### src/rtl/rttpto_pkg.sv
// ----------------------------------------------------------------------------
// rttpto_pkg: shared types and constants
// Widths, status codes and the estimator state record for the RTT/PTO block.
// ----------------------------------------------------------------------------
`default_nettype none

package rttpto_pkg;

  localparam int TIME_W  = 32;
  localparam int PTO_W   = 35;
  localparam int DELAY_W = 24;

  localparam logic [PTO_W-1:0] PTO_NONE  = 35'd200000;
  localparam logic [PTO_W-1:0] PTO_FLOOR = 35'd1000;

  typedef enum logic {
    STATUS_OK   = 1'b0,
    STATUS_ZERO = 1'b1
  } status_t;

  typedef struct packed {
    logic [TIME_W-1:0] latest;
    logic [TIME_W-1:0] minimum;
    logic [TIME_W-1:0] smoothed;
    logic [TIME_W-1:0] deviation;
  } rtt_state_t;

endpackage

`default_nettype wire

### src/rtl/rttpto_ifs.sv
// ----------------------------------------------------------------------------
// rttpto_ifs: channel interfaces
// Valid/ready channels for RTT samples in and estimator results out.
// ----------------------------------------------------------------------------
`default_nettype none

interface rttpto_in_if;
  logic                            valid;
  logic                            ready;
  logic [rttpto_pkg::TIME_W-1:0]   rtt_sample;
  logic [rttpto_pkg::TIME_W-1:0]   ack_delay;

  modport source (output valid, output rtt_sample, output ack_delay, input ready);
  modport sink   (input valid, input rtt_sample, input ack_delay, output ready);
endinterface

interface rttpto_out_if;
  logic                          valid;
  logic                          ready;
  logic                          status;
  logic [rttpto_pkg::TIME_W-1:0] latest_rtt;
  logic [rttpto_pkg::TIME_W-1:0] min_rtt;
  logic [rttpto_pkg::TIME_W-1:0] smoothed_rtt;
  logic [rttpto_pkg::TIME_W-1:0] rtt_deviation;
  logic [rttpto_pkg::PTO_W-1:0]  pto_base;
  logic [rttpto_pkg::PTO_W-1:0]  pto_with_delay;

  modport source (output valid, output status, output latest_rtt, output min_rtt,
                  output smoothed_rtt, output rtt_deviation, output pto_base,
                  output pto_with_delay, input ready);
  modport sink   (input valid, input status, input latest_rtt, input min_rtt,
                  input smoothed_rtt, input rtt_deviation, input pto_base,
                  input pto_with_delay, output ready);
endinterface

`default_nettype wire

### src/rtl/rtt_estimator_pto.sv
// ----------------------------------------------------------------------------
// rtt_estimator_pto: RTT estimator with probe timeout
// Tracks min, latest, smoothed RTT and deviation; reports PTO per sample.
// ----------------------------------------------------------------------------
// Usage:
//   in_ch  : one transaction per RTT sample (rtt_sample, ack_delay, in us).
//   out_ch : one transaction per input: status, the four estimator values
//            after the update, and the PTO with and without max ack delay.
//   cfg_we/cfg_wdata : write max_ack_delay; write only while idle.
// Pipeline: input register -> state update (estimator registers and a
//   snapshot) -> PTO adders -> output register. Throughput is one
//   transaction per cycle while out_ch.ready stays high.
// A zero sample returns status 1 and leaves the estimator untouched.
// Reset clears all stages and the estimator (no sample yet, PTO 200000)
//   and sets max_ack_delay to 0.
// Receiver stall: each stage holds while the next one is full and blocked;
//   empty stages still take new transactions, so up to three stay in flight.
// ----------------------------------------------------------------------------
`default_nettype none

module rtt_estimator_pto (
  input  wire logic                               clk,
  input  wire logic                               rst_n,
  rttpto_in_if.sink                               in_ch,
  rttpto_out_if.source                            out_ch,
  input  wire logic                               cfg_we,
  input  wire logic [rttpto_pkg::DELAY_W-1:0]     cfg_wdata
);

  // configuration
  logic [rttpto_pkg::DELAY_W-1:0] max_ack_delay_r;

  // stage 1: captured sample
  logic                          s1_valid_r;
  logic [rttpto_pkg::TIME_W-1:0] s1_sample_r;
  logic [rttpto_pkg::TIME_W-1:0] s1_ack_r;

  // estimator state and stage 2 snapshot
  rttpto_pkg::rtt_state_t state_r;
  rttpto_pkg::rtt_state_t state_nxt;
  rttpto_pkg::status_t    status_nxt;
  logic                   s2_valid_r;
  rttpto_pkg::rtt_state_t s2_state_r;
  rttpto_pkg::status_t    s2_status_r;

  // stage 3: output register
  logic                          s3_valid_r;
  rttpto_pkg::rtt_state_t        s3_state_r;
  rttpto_pkg::status_t           s3_status_r;
  logic [rttpto_pkg::PTO_W-1:0]  s3_base_r;
  logic [rttpto_pkg::PTO_W-1:0]  s3_with_r;
  logic [rttpto_pkg::PTO_W-1:0]  base_nxt;
  logic [rttpto_pkg::PTO_W-1:0]  with_nxt;

  // advance conditions, back to front
  logic s3_ready;
  logic s2_ready;
  logic s1_ready;
  logic s1_adv;
  logic s2_adv;
  logic in_fire;

  assign s3_ready = !s3_valid_r || out_ch.ready;
  assign s2_adv   = s2_valid_r && s3_ready;
  assign s2_ready = !s2_valid_r || s3_ready;
  assign s1_adv   = s1_valid_r && s2_ready;
  assign s1_ready = !s1_valid_r || s2_ready;
  assign in_fire  = in_ch.valid && s1_ready;

  assign in_ch.ready = s1_ready;

  rttpto_update u_update (
    .cur    (state_r),
    .sample (s1_sample_r),
    .ack    (s1_ack_r),
    .upd    (state_nxt),
    .status (status_nxt)
  );

  rttpto_pto u_pto (
    .smoothed       (s2_state_r.smoothed),
    .deviation      (s2_state_r.deviation),
    .max_ack_delay  (max_ack_delay_r),
    .pto_base       (base_nxt),
    .pto_with_delay (with_nxt)
  );

  // control and estimator state
  always_ff @(posedge clk) begin
    if (!rst_n) begin
      max_ack_delay_r <= '0;
      state_r         <= '0;
      s1_valid_r      <= 1'b0;
      s2_valid_r      <= 1'b0;
      s3_valid_r      <= 1'b0;
    end else begin
      if (cfg_we) begin
        max_ack_delay_r <= cfg_wdata;
      end
      // commit the update exactly once, as the sample leaves stage 1
      if (s1_adv) begin
        state_r <= state_nxt;
      end
      if (s1_ready) begin
        s1_valid_r <= in_ch.valid;
      end
      if (s2_ready) begin
        s2_valid_r <= s1_valid_r;
      end
      if (s3_ready) begin
        s3_valid_r <= s2_valid_r;
      end
    end
  end

  // payload, no reset needed
  always_ff @(posedge clk) begin
    if (in_fire) begin
      s1_sample_r <= in_ch.rtt_sample;
      s1_ack_r    <= in_ch.ack_delay;
    end
    if (s1_adv) begin
      s2_state_r  <= state_nxt;
      s2_status_r <= status_nxt;
    end
    if (s2_adv) begin
      s3_state_r  <= s2_state_r;
      s3_status_r <= s2_status_r;
      s3_base_r   <= base_nxt;
      s3_with_r   <= with_nxt;
    end
  end

  assign out_ch.valid          = s3_valid_r;
  assign out_ch.status         = s3_status_r;
  assign out_ch.latest_rtt     = s3_state_r.latest;
  assign out_ch.min_rtt        = s3_state_r.minimum;
  assign out_ch.smoothed_rtt   = s3_state_r.smoothed;
  assign out_ch.rtt_deviation  = s3_state_r.deviation;
  assign out_ch.pto_base       = s3_base_r;
  assign out_ch.pto_with_delay = s3_with_r;

endmodule

`default_nettype wire

### src/rtl/rttpto_update.sv
// ----------------------------------------------------------------------------
// rttpto_update: estimator state update
// Min tracking, ack delay adjustment and the integer EWMA update for one sample.
// ----------------------------------------------------------------------------
`default_nettype none

module rttpto_update (
  input  wire rttpto_pkg::rtt_state_t           cur,
  input  wire logic [rttpto_pkg::TIME_W-1:0]    sample,
  input  wire logic [rttpto_pkg::TIME_W-1:0]    ack,
  output rttpto_pkg::rtt_state_t                upd,
  output rttpto_pkg::status_t                   status
);

  logic [rttpto_pkg::TIME_W-1:0] min_new;
  logic [rttpto_pkg::TIME_W-1:0] adj;
  logic [rttpto_pkg::TIME_W-1:0] diff;
  logic [rttpto_pkg::TIME_W+1:0] dev_sum;
  logic [rttpto_pkg::TIME_W+2:0] smo_sum;

  always_comb begin
    upd    = cur;
    status = rttpto_pkg::STATUS_OK;

    min_new = ((cur.minimum == '0) || (cur.minimum > sample)) ? sample : cur.minimum;
    adj     = ((sample - min_new) >= ack) ? (sample - ack) : sample;
    diff    = (cur.smoothed >= adj) ? (cur.smoothed - adj) : (adj - cur.smoothed);

    // 3*dev + diff and 7*smooth + sample, wide enough to never wrap
    dev_sum = {1'b0, cur.deviation, 1'b0} + {2'b00, cur.deviation} + {2'b00, diff};
    smo_sum = {cur.smoothed, 3'b000} - {3'b000, cur.smoothed} + {3'b000, adj};

    if (sample == '0) begin
      status = rttpto_pkg::STATUS_ZERO;
    end else begin
      upd.minimum = min_new;
      upd.latest  = adj;
      if (cur.smoothed == '0) begin
        upd.smoothed  = adj;
        upd.deviation = {1'b0, adj[rttpto_pkg::TIME_W-1:1]};
      end else begin
        upd.deviation = dev_sum[rttpto_pkg::TIME_W+1:2];
        upd.smoothed  = smo_sum[rttpto_pkg::TIME_W+2:3];
      end
    end
  end

endmodule

`default_nettype wire

### src/rtl/rttpto_pto.sv
// ----------------------------------------------------------------------------
// rttpto_pto: probe timeout computation
// Smoothed RTT plus max(4*deviation, floor), with and without max ack delay; PTO_NONE while smoothed is zero.
// ----------------------------------------------------------------------------
`default_nettype none

module rttpto_pto (
  input  wire logic [rttpto_pkg::TIME_W-1:0]  smoothed,
  input  wire logic [rttpto_pkg::TIME_W-1:0]  deviation,
  input  wire logic [rttpto_pkg::DELAY_W-1:0] max_ack_delay,
  output logic [rttpto_pkg::PTO_W-1:0]        pto_base,
  output logic [rttpto_pkg::PTO_W-1:0]        pto_with_delay
);

  logic [rttpto_pkg::PTO_W-1:0] term;
  logic [rttpto_pkg::PTO_W-1:0] base;

  // sums stay below 2^35 for 32-bit times, so no saturation is needed
  always_comb begin
    term = {1'b0, deviation, 2'b00};
    if (term < rttpto_pkg::PTO_FLOOR) begin
      term = rttpto_pkg::PTO_FLOOR;
    end
    base = {3'b000, smoothed} + term;
    if (smoothed == '0) begin
      pto_base       = rttpto_pkg::PTO_NONE;
      pto_with_delay = rttpto_pkg::PTO_NONE;
    end else begin
      pto_base       = base;
      pto_with_delay = base + {11'd0, max_ack_delay};
    end
  end

endmodule

`default_nettype wire

### src/flat_wrapper.sv
// flat-port wrapper written by rule: the top's interface ports become plain ports
module rtt_estimator_pto_flat 
  (clk, rst_n, cfg_we, cfg_wdata, in_ch_valid, in_ch_rtt_sample, in_ch_ack_delay, in_ch_ready, out_ch_valid, out_ch_status, out_ch_latest_rtt, out_ch_min_rtt, out_ch_smoothed_rtt, out_ch_rtt_deviation, out_ch_pto_base, out_ch_pto_with_delay, out_ch_ready);
  rttpto_in_if in_ch_i ();
  rttpto_out_if out_ch_i ();
  input  wire logic clk;
  input  wire logic rst_n;
  input  wire logic cfg_we;
  input  wire logic [rttpto_pkg::DELAY_W-1:0] cfg_wdata;
  input wire logic [$bits(in_ch_i.valid)-1:0] in_ch_valid;
  input wire logic [$bits(in_ch_i.rtt_sample)-1:0] in_ch_rtt_sample;
  input wire logic [$bits(in_ch_i.ack_delay)-1:0] in_ch_ack_delay;
  output wire logic [$bits(in_ch_i.ready)-1:0] in_ch_ready;
  output wire logic [$bits(out_ch_i.valid)-1:0] out_ch_valid;
  output wire logic [$bits(out_ch_i.status)-1:0] out_ch_status;
  output wire logic [$bits(out_ch_i.latest_rtt)-1:0] out_ch_latest_rtt;
  output wire logic [$bits(out_ch_i.min_rtt)-1:0] out_ch_min_rtt;
  output wire logic [$bits(out_ch_i.smoothed_rtt)-1:0] out_ch_smoothed_rtt;
  output wire logic [$bits(out_ch_i.rtt_deviation)-1:0] out_ch_rtt_deviation;
  output wire logic [$bits(out_ch_i.pto_base)-1:0] out_ch_pto_base;
  output wire logic [$bits(out_ch_i.pto_with_delay)-1:0] out_ch_pto_with_delay;
  input wire logic [$bits(out_ch_i.ready)-1:0] out_ch_ready;
  assign in_ch_i.valid = in_ch_valid;
  assign in_ch_i.rtt_sample = in_ch_rtt_sample;
  assign in_ch_i.ack_delay = in_ch_ack_delay;
  assign in_ch_ready = in_ch_i.ready;
  assign out_ch_valid = out_ch_i.valid;
  assign out_ch_status = out_ch_i.status;
  assign out_ch_latest_rtt = out_ch_i.latest_rtt;
  assign out_ch_min_rtt = out_ch_i.min_rtt;
  assign out_ch_smoothed_rtt = out_ch_i.smoothed_rtt;
  assign out_ch_rtt_deviation = out_ch_i.rtt_deviation;
  assign out_ch_pto_base = out_ch_i.pto_base;
  assign out_ch_pto_with_delay = out_ch_i.pto_with_delay;
  assign out_ch_i.ready = out_ch_ready;
  rtt_estimator_pto u_core (.clk(clk), .rst_n(rst_n), .in_ch(in_ch_i), .out_ch(out_ch_i), .cfg_we(cfg_we), .cfg_wdata(cfg_wdata));
endmodule
### config.mk
export PLATFORM = sky130hd
export DESIGN_NAME = rtt_estimator_pto_flat
export DESIGN_NICKNAME = d
export VERILOG_FILES = /design/src/rtl/rttpto_pkg.sv /design/src/rtl/rttpto_ifs.sv /design/src/rtl/rtt_estimator_pto.sv /design/src/rtl/rttpto_update.sv /design/src/rtl/rttpto_pto.sv /design/src/flat_wrapper.sv
export SDC_FILE = /design/constraint.sdc
export NUM_CORES = 1
export LEC_CHECK = 0
export BUFFER_PORTS_ARGS = -buffer_cell sky130_fd_sc_hd__buf_2
export CORE_MARGIN = 10
export CORE_UTILIZATION = 56
export DETAILED_ROUTE_END_ITERATION = 7
export PLACE_DENSITY = 0.8
export SETUP_SLACK_MARGIN = 0.3
export SYNTH_ARGS = -nofsm -noshare
export SYNTH_HDL_FRONTEND = slang
export SYNTH_SLANG_ARGS = --single-unit
### constraint.sdc
create_clock -name clk -period 13.2 [get_ports clk]
set_input_delay 0.66 -clock clk [delete_from_list [all_inputs] [get_ports clk]]
set_output_delay 0.66 -clock clk [all_outputs]
set_load 0.01 [all_outputs]
==> reports/qor.csv, run 1 <==
stage,metric,value,unit
placed_design,hpwl,81.4,mm
detailed_routing,drtIter0Drc,2990,
cells_and_area,seq_area,14900,um^2
detailed_routing,wire_per_inst,20.6,um
synthesis,synth_nets,4250,
synthesis,synth.area.mux_share,2.09,%
sta,slew_headroom,25.1,%
synthesis,synth-compound-area-share,19.4,%
sta,rsz0062_at_grt,false,
synthesis,ys.flop_type,edfxtp_1,
floorplan,die_area,74600,um^2
setup_path,worstPathRequired,13.54,ns
hold_path,hold_path.class,primary input to flip-flop,
setup_path,worst_path_largest_cell_delay,0.50,ns
detailed_routing,wl_met1,43.9,mm
cells_and_area,layout_commonest_cell,a21oi_1,
floorplan,ios,294,
synthesis,synth_adder_area_share,14.5,%
cells_and_area,num-nets-final,4757,
flow_run,drv_cap,0,
clock_network,worstSkewPairLatency,0.65,ns
global_routing,grt_max_degree,132,
sta,worstMarginPinSlew,1.12,ns
detailed_routing,met2_length,50.4,mm
cells_and_area,area_growth,19.2,%
synthesis,synth_area,35900,um^2
setup_path,worstSetupPathType,flip-flop to flip-flop,
floorplan,start_util,56.7,%
clock_network,cts_hold_buf,0,
floorplan,die_w,273,um
detailed_routing,ant_nets,0,
synthesis,ys_warn_count,0,
cells_and_area,fillers,4952,
setup_path,worst-path-max-fanout,10,
synthesis,synth_top_family_by_area,compound AO/OA/AOI/OAI gates,
clock_network,root_buffer,clkbuf_16,
clock_network,cts.sinks,547,
detailed_routing,drt_first_pass_iters,6,
sta,setup_viol,0,
clock_network,cts_inserted_buffers,58,
clock_network,clk_pin_slew,0.06,ns
synthesis,syn_avg_cell_area,9.50,um^2
setup_path,cp_num_buf_inv,13,
setup_path,cp.arrival,12.79,ns
setup_path,cpMaxStageDelayCell,or4_1,
sta,period_minus_slack,12.46,ns
synthesis,ys_ff_latch,547,
cells_and_area,drive_gt1_share,19.2,%
detailed_routing,avgViaCountPerCell,5.95,
sta,drv_slew,0,
detailed_routing,drc,0,
clock_network,cts.path.max_buffers,3,
synthesis,synth_edf_count,392,
detailed_routing,met3_wirelength,8.08,mm
global_routing,antenna_found_initial,1,
cells_and_area,final_cell_mix,"396 x a21oi_1, 392 x edfxtp_1, 323 x nor2_1",
floorplan,rows,92,
detailed_routing,top_layer,met5,
global_routing,grt_pass1_vias,29800,
synthesis,synth_xor_xnor_area_share,4.24,%
setup_path,worstSetupEndpointType,flip-flop,
floorplan,fp.coreArea,63300,um^2
placed_design,port-buffer-count,293,
setup_path,cpMostUsedCell,buf_4,
placed_design,gp_congestion,0.990,
sta,post-route-period-util,94.4,%
setup_path,cp_top_family,compound AO/OA/AOI/OAI gates,
global_routing,grt_pass1_wl,164,mm
sta,clock_skew,0.0348,ns
global_routing,gr-usage-all-layers,27.5,%
clock_network,htree_levels,2,
sta,hold_violations,0,
cells_and_area,multi_input_area,19600,um^2
synthesis,yosys.area_share.simple,13.2,%
detailed_routing,drt-total-wl,107,mm
floorplan,chipHeight,273,um
clock_network,cts_tree,built,
synthesis,synth-seq-area-share,41.4,%
synthesis,synthesis.instances,3781,
status,status,completed,
sta,setup_tns,0,ns
synthesis,synthArstFlopShare,0,%
global_routing,grt-ovfl-total,0,
detailed_routing,via_count,30900,
setup_path,critPathLaunchType,flip-flop,
synthesis,ys_types,77,
sta,fmax,80.3,MHz
-- area by class of cell --
type,count,area share (%)
well taps,846,2.47
clock inverters,34,1.13
inverters,318,2.81
clock buffers,75,3.68
flip-flops and latches,547,34.8
multi-input cells,2749,45.9
repair buffers,614,9.25
diodes,1,0.00585
-- sequential cells by signal (all words and copies together) (netlist names) --
| name | count |
|---|---|
| u_core.s2_valid_r | 1 |
| u_core.out_ch.pto_with_delay | 35 |
| u_core.s1_valid_r | 1 |
| u_core.out_ch.smoothed_rtt | 32 |
| u_core.s2_status_r | 1 |
| u_core.s1_sample_r | 32 |
| u_core.state_r | 128 |
| u_core.s1_ack_r | 32 |
| u_core.out_ch.min_rtt | 32 |
| u_core.out_ch.valid | 1 |
| u_core.out_ch.pto_base | 35 |
| u_core.out_ch.latest_rtt | 32 |
| u_core.max_ack_delay_r | 24 |
| u_core.s2_state_r | 128 |
| u_core.out_ch.status | 1 |
| u_core.out_ch.rtt_deviation | 32 |
-- repair_timing --
| action | in CTS | in global routing |
|---|---|---|
| setup endpoints to repair | 8 | 54 |
| setup buffers | 0 | 18 |
| pin swaps | 1 | 39 |
| gates cloned | 0 | 1 |
| resized for setup | 4 | 97 |
-- layer usage --
layer / global-route usage [%] / vias to the layer above
met2: 46.4 / 1362
met3: 3.90 / 229
met1: 35.2 / 14600
met4: 10.6 / 2
met5: 0 / -
li1: - / 14700
-- cells by family after synthesis --
kind of cell	Yosys count
adder cells (fa/ha/maj)	376
multiplexers	74
XOR/XNOR	174
AO/OA/AOI/OAI	1105
AND/OR/NAND/NOR	1019
flip-flops	547
buffers and inverters	486
-- cells in the mapped netlist, types with 42 or more instances --
| library cell | instances | area [um^2] |
|---|---|---|
| a21oi_1 | 418 | 2090 |
| edfxtp_1 | 392 | 11800 |
| nor2_1 | 328 | 1230 |
| inv_1 | 317 | 1190 |
| ha_1 | 308 | 3850 |
| nand2_1 | 300 | 1130 |
| o21ai_0 | 184 | 921 |
| dfxtp_1 | 155 | 3100 |
| clkbuf_1 | 150 | 563 |
| a21o_1 | 132 | 991 |
| xnor2_1 | 113 | 990 |
| fa_1 | 68 | 1360 |
| mux2i_1 | 66 | 661 |
| nor3_1 | 66 | 330 |
| xor2_1 | 61 | 534 |
| a211oi_1 | 55 | 413 |
| nand3_1 | 49 | 245 |
| a31oi_1 | 48 | 300 |
| nand4_1 | 47 | 294 |
| nor4_1 | 42 | 263 |
-- worst paths after layout --
path	start	endpoint	slack, ns	depth (start not counted)
worst max-delay path	u_core.s1_sample_r[31]	u_core.s2_state_r[23]	0.74	62
worst min-delay path	in_ch_rtt_sample[25]	u_core.s1_sample_r[25]	0.19	1
worst max register to register	u_core.s1_sample_r[31]	u_core.s2_state_r[23]	0.74	62
worst min register to register	u_core.s2_state_r[110]	u_core.out_ch.latest_rtt[14]	0.40	0
-- per-stage QoR --
| stage | hold slack [ns] | utilization [%] | cell area (um^2) | worst slack [ns] | instances |
|---|---|---|---|---|---|
| 2_1_floorplan | 0.400 | - | 35900 | 0.324 | 3781 |
| 3_5_place_dp | 0.406 | 63.5 | 40200 | 0.302 | 5055 |
| 6_report | 0.193 | 67.6 | 42800 | 0.745 | 5184 |
| 3_3_place_gp | 0.400 | 63.5 | 40200 | 0.465 | 5055 |
| 5_1_grt | 0.167 | 67.6 | 42800 | 0.205 | 5183 |
| 4_1_cts | 0.168 | 66.7 | 42200 | 0.295 | 5164 |
Power of run 1 is left out: the tool's default activity adds up to more than one toggle a clock period on the data nets, which glitch-free logic cannot reach.
==> run 2, diff against run 1 <==
ABC_AREA = 1   (was unset)
CORE_ASPECT_RATIO = 1.25   (was unset)
SLEW_MARGIN = 20   (was unset)
==> run 2 against run 1 <==
Synthesized cell count increased by 24%. Register-to-register slack improved by 0.60 ns. Via count is 8.6% higher. Non-clock buffer count is 274 lower. Critical path depth up 8. Sequential share of layout area rose by 0.69 points. Clock-buffer cell count fell by 1. First-iteration DRC count down 8.2%. Fmax up 5.0%. Flip-flop and latch count stayed put.
==> reports/qor.csv, run 2 <==
stage,metric,value,unit
synthesis,synth_area,37800,um^2
clock_network,cts_hold_buf,0,
status,status,completed,
synthesis,synth_top_cell_area_share,31.1,%
detailed_routing,drt_first_pass_iters,6,
synthesis,ys.flop_type,edfxtp_1,
setup_path,cp.arrival,12.24,ns
sta,clock_skew,0.0356,ns
sta,rsz0062_at_grt,false,
global_routing,grt_pass1_wl,180,mm
sta,setup_viol,0,
synthesis,synth_nets,5143,
sta,hold_violations,0,
hold_path,hold_path.class,primary input to flip-flop,
detailed_routing,drt-total-wl,117,mm
synthesis,yosys-top-cells-count,"800 x nand2_1, 709 x inv_1, 450 x a21oi_1, 417 x nor2_1, 392 x edfxtp_1",
cells_and_area,final_cell_mix,"799 x nand2_1, 707 x inv_1, 449 x a21oi_1",
synthesis,synth_top_cell_by_area,edfxtp_1,
synthesis,ys_ff_latch,547,
setup_path,worstSetupPathType,flip-flop to flip-flop,
placed_design,place_area,40200,um^2
cells_and_area,num-nets-final,5391,
floorplan,ios,294,
sta,drv_slew,0,
synthesis,synth-seq-area-share,39.3,%
floorplan,rows,106,
clock_network,htree_levels,2,
clock_network,worstSkewPairLatency,0.63,ns
cells_and_area,drive_gt1_share,11.2,%
clock_network,clk_pin_slew,0.06,ns
synthesis,yosys-top-cells-area,"edfxtp_1 31%, ha_1 10%, dfxtp_1 8.2%",
synthesis,synth_edf_count,392,
detailed_routing,ant_nets,0,
sta,period_minus_slack,11.86,ns
placed_design,gp_congestion,1.05,
placed_design,hpwl,93.2,mm
setup_path,critPathLaunchType,flip-flop,
floorplan,die_w,252,um
synthesis,syn_avg_cell_area,8.10,um^2
placed_design,port-buffer-count,293,
floorplan,chipHeight,311,um
cells_and_area,reg.largest.list,"u_core.s2_state_r: 128 flops, u_core.state_r: 128 flops",
global_routing,gr-usage-all-layers,29.2,%
sta,setup_tns,0,ns
setup_path,worst_path_largest_cell_delay,0.50,ns
flow_run,drv_cap,0,
detailed_routing,wire_per_inst,20.2,um
clock_network,cts_tree,built,
synthesis,synthesis.instances,4674,
global_routing,grt-ovfl-total,0,
floorplan,fp.coreArea,67000,um^2
synthesis,ys_warn_count,0,
detailed_routing,via_count,33500,
sta,worstMarginPinSlew,1.03,ns
floorplan,die_area,78400,um^2
clock_network,cts_inserted_buffers,55,
clock_network,cts.path.max_buffers,3,
synthesis,yosysMostFrequentCell,nand2_1,
setup_path,worstPathRequired,13.58,ns
cells_and_area,layout_commonest_cell,nand2_1,
cells_and_area,design_area,42000,um^2
setup_path,worstSetupEndpointType,flip-flop,
sta,slew_headroom,31.2,%
setup_path,cpMaxStageDelayCell,fa_1,
cells_and_area,diodes,0,
global_routing,grt_max_degree,152,
cells_and_area,area_growth,10.9,%
synthesis,synthArstFlopShare,0,%
sta,fmax,84.3,MHz
global_routing,antenna_found_initial,0,
clock_network,cts.sinks,547,
setup_path,worst-path-max-fanout,34,
detailed_routing,drc,0,
clock_network,root_buffer,clkbuf_16,
global_routing,grt_pass1_vias,33300,
detailed_routing,avgViaCountPerCell,5.75,
sta,finalHoldWorstSlack,0.207,ns
detailed_routing,drtIter0Drc,2745,
synthesis,ys_types,70,
floorplan,start_util,56.5,%
setup_path,cpMostUsedCell,nand2_1,
sta,post-route-period-util,89.8,%
## run 2: cell types whose count changed in the layout (fill, tap and decap cells not counted), sizes merged, moves of 64 or more
| cell | previous run | this run |
|---|---|---|
| mux2i | 66 | 0 |
| xnor2 | 113 | 49 |
| buf | 614 | 340 |
| nand3 | 49 | 143 |
| nor2 | 328 | 425 |
| a21o | 132 | 21 |
| o21ai | 190 | 511 |
| nand2 | 300 | 818 |
| inv | 321 | 735 |
## run 2: kinds of logic (layout without fill, tap and decap cells)
group	count (synthesis)	after routing	share of synthesized area (%)
and+or+nand+nor	1548	1548	17.3
DFF	547	547	39.3
xor gates and xnor gates	146	146	3.51
adders and majority gates	376	376	13.8
AOI/OAI and AO/OA	1177	1177	17.2
buffers and inverters	880	1173	8.91
## run 2: path summary, 6_finish.rpt
| path | start | end | slack [ns] | depth (start not counted) |
|---|---|---|---|---|
| worst max-delay path | u_core.s1_sample_r[31] | u_core.s2_state_r[29] | 1.34 | 70 |
| worst min-delay path | in_ch_ack_delay[6] | u_core.s1_ack_r[6] | 0.21 | 1 |
| worst max register to register | u_core.s1_sample_r[31] | u_core.s2_state_r[29] | 1.34 | 70 |
| worst min register to register | u_core.s2_state_r[115] | u_core.out_ch.latest_rtt[19] | 0.42 | 0 |
## run 2: layout make-up
class                           instances  area, um^2
Inverter                              731        2750
Multi-Input combinational cell       3247       19600
Clock inverter                         28         241
Fill cell                            5776       25000
Clock buffer                           74        1530
Timing Repair Buffer                  340        1850
Sequential cell                       547       14900
Tap cell                              864        1080
## run 2: timing repair
item	in CTS	in global routing
endpoints found under the hold margin	0	0
setup buffers	0	1
resized for setup	0	5
endpoints found under the setup margin	0	43
## run 2: metrics by stage
step	setup slack (ns)	cells	util, %
CTS	1.14	5830	62.6
floorplan	2.18	4674	-
global route	0.463	5831	62.6
detailed placement	1.15	5728	60.0
finish	1.34	5831	62.6
global placement	1.24	5728	60.0
## run 2: layer usage
layer / wire length [um] / track usage [%] / part of all wire, % / up-vias
met2: 57300 / 51.1 / 49 / 1403
met5: 0 / 0 / 0 / -
met3: 7570 / 3.90 / 6.4 / 406
met1: 42900 / 32.0 / 37 / 15500
li1: - / - / - / 16200
met4: 9700 / 21.2 / 8.3 / 0
## run 2: critical path: cells and delay by family (launching register included)
family	cells	cell delay, ns
AO/OA/AOI/OAI	14	2.60
adder cells (fa/ha/maj)	7	2.39
buffers and inverters	9	1.19
AND/OR/NAND/NOR	40	4.93
flip-flops	1	0.45
Power of run 2 is left out for the same reason.
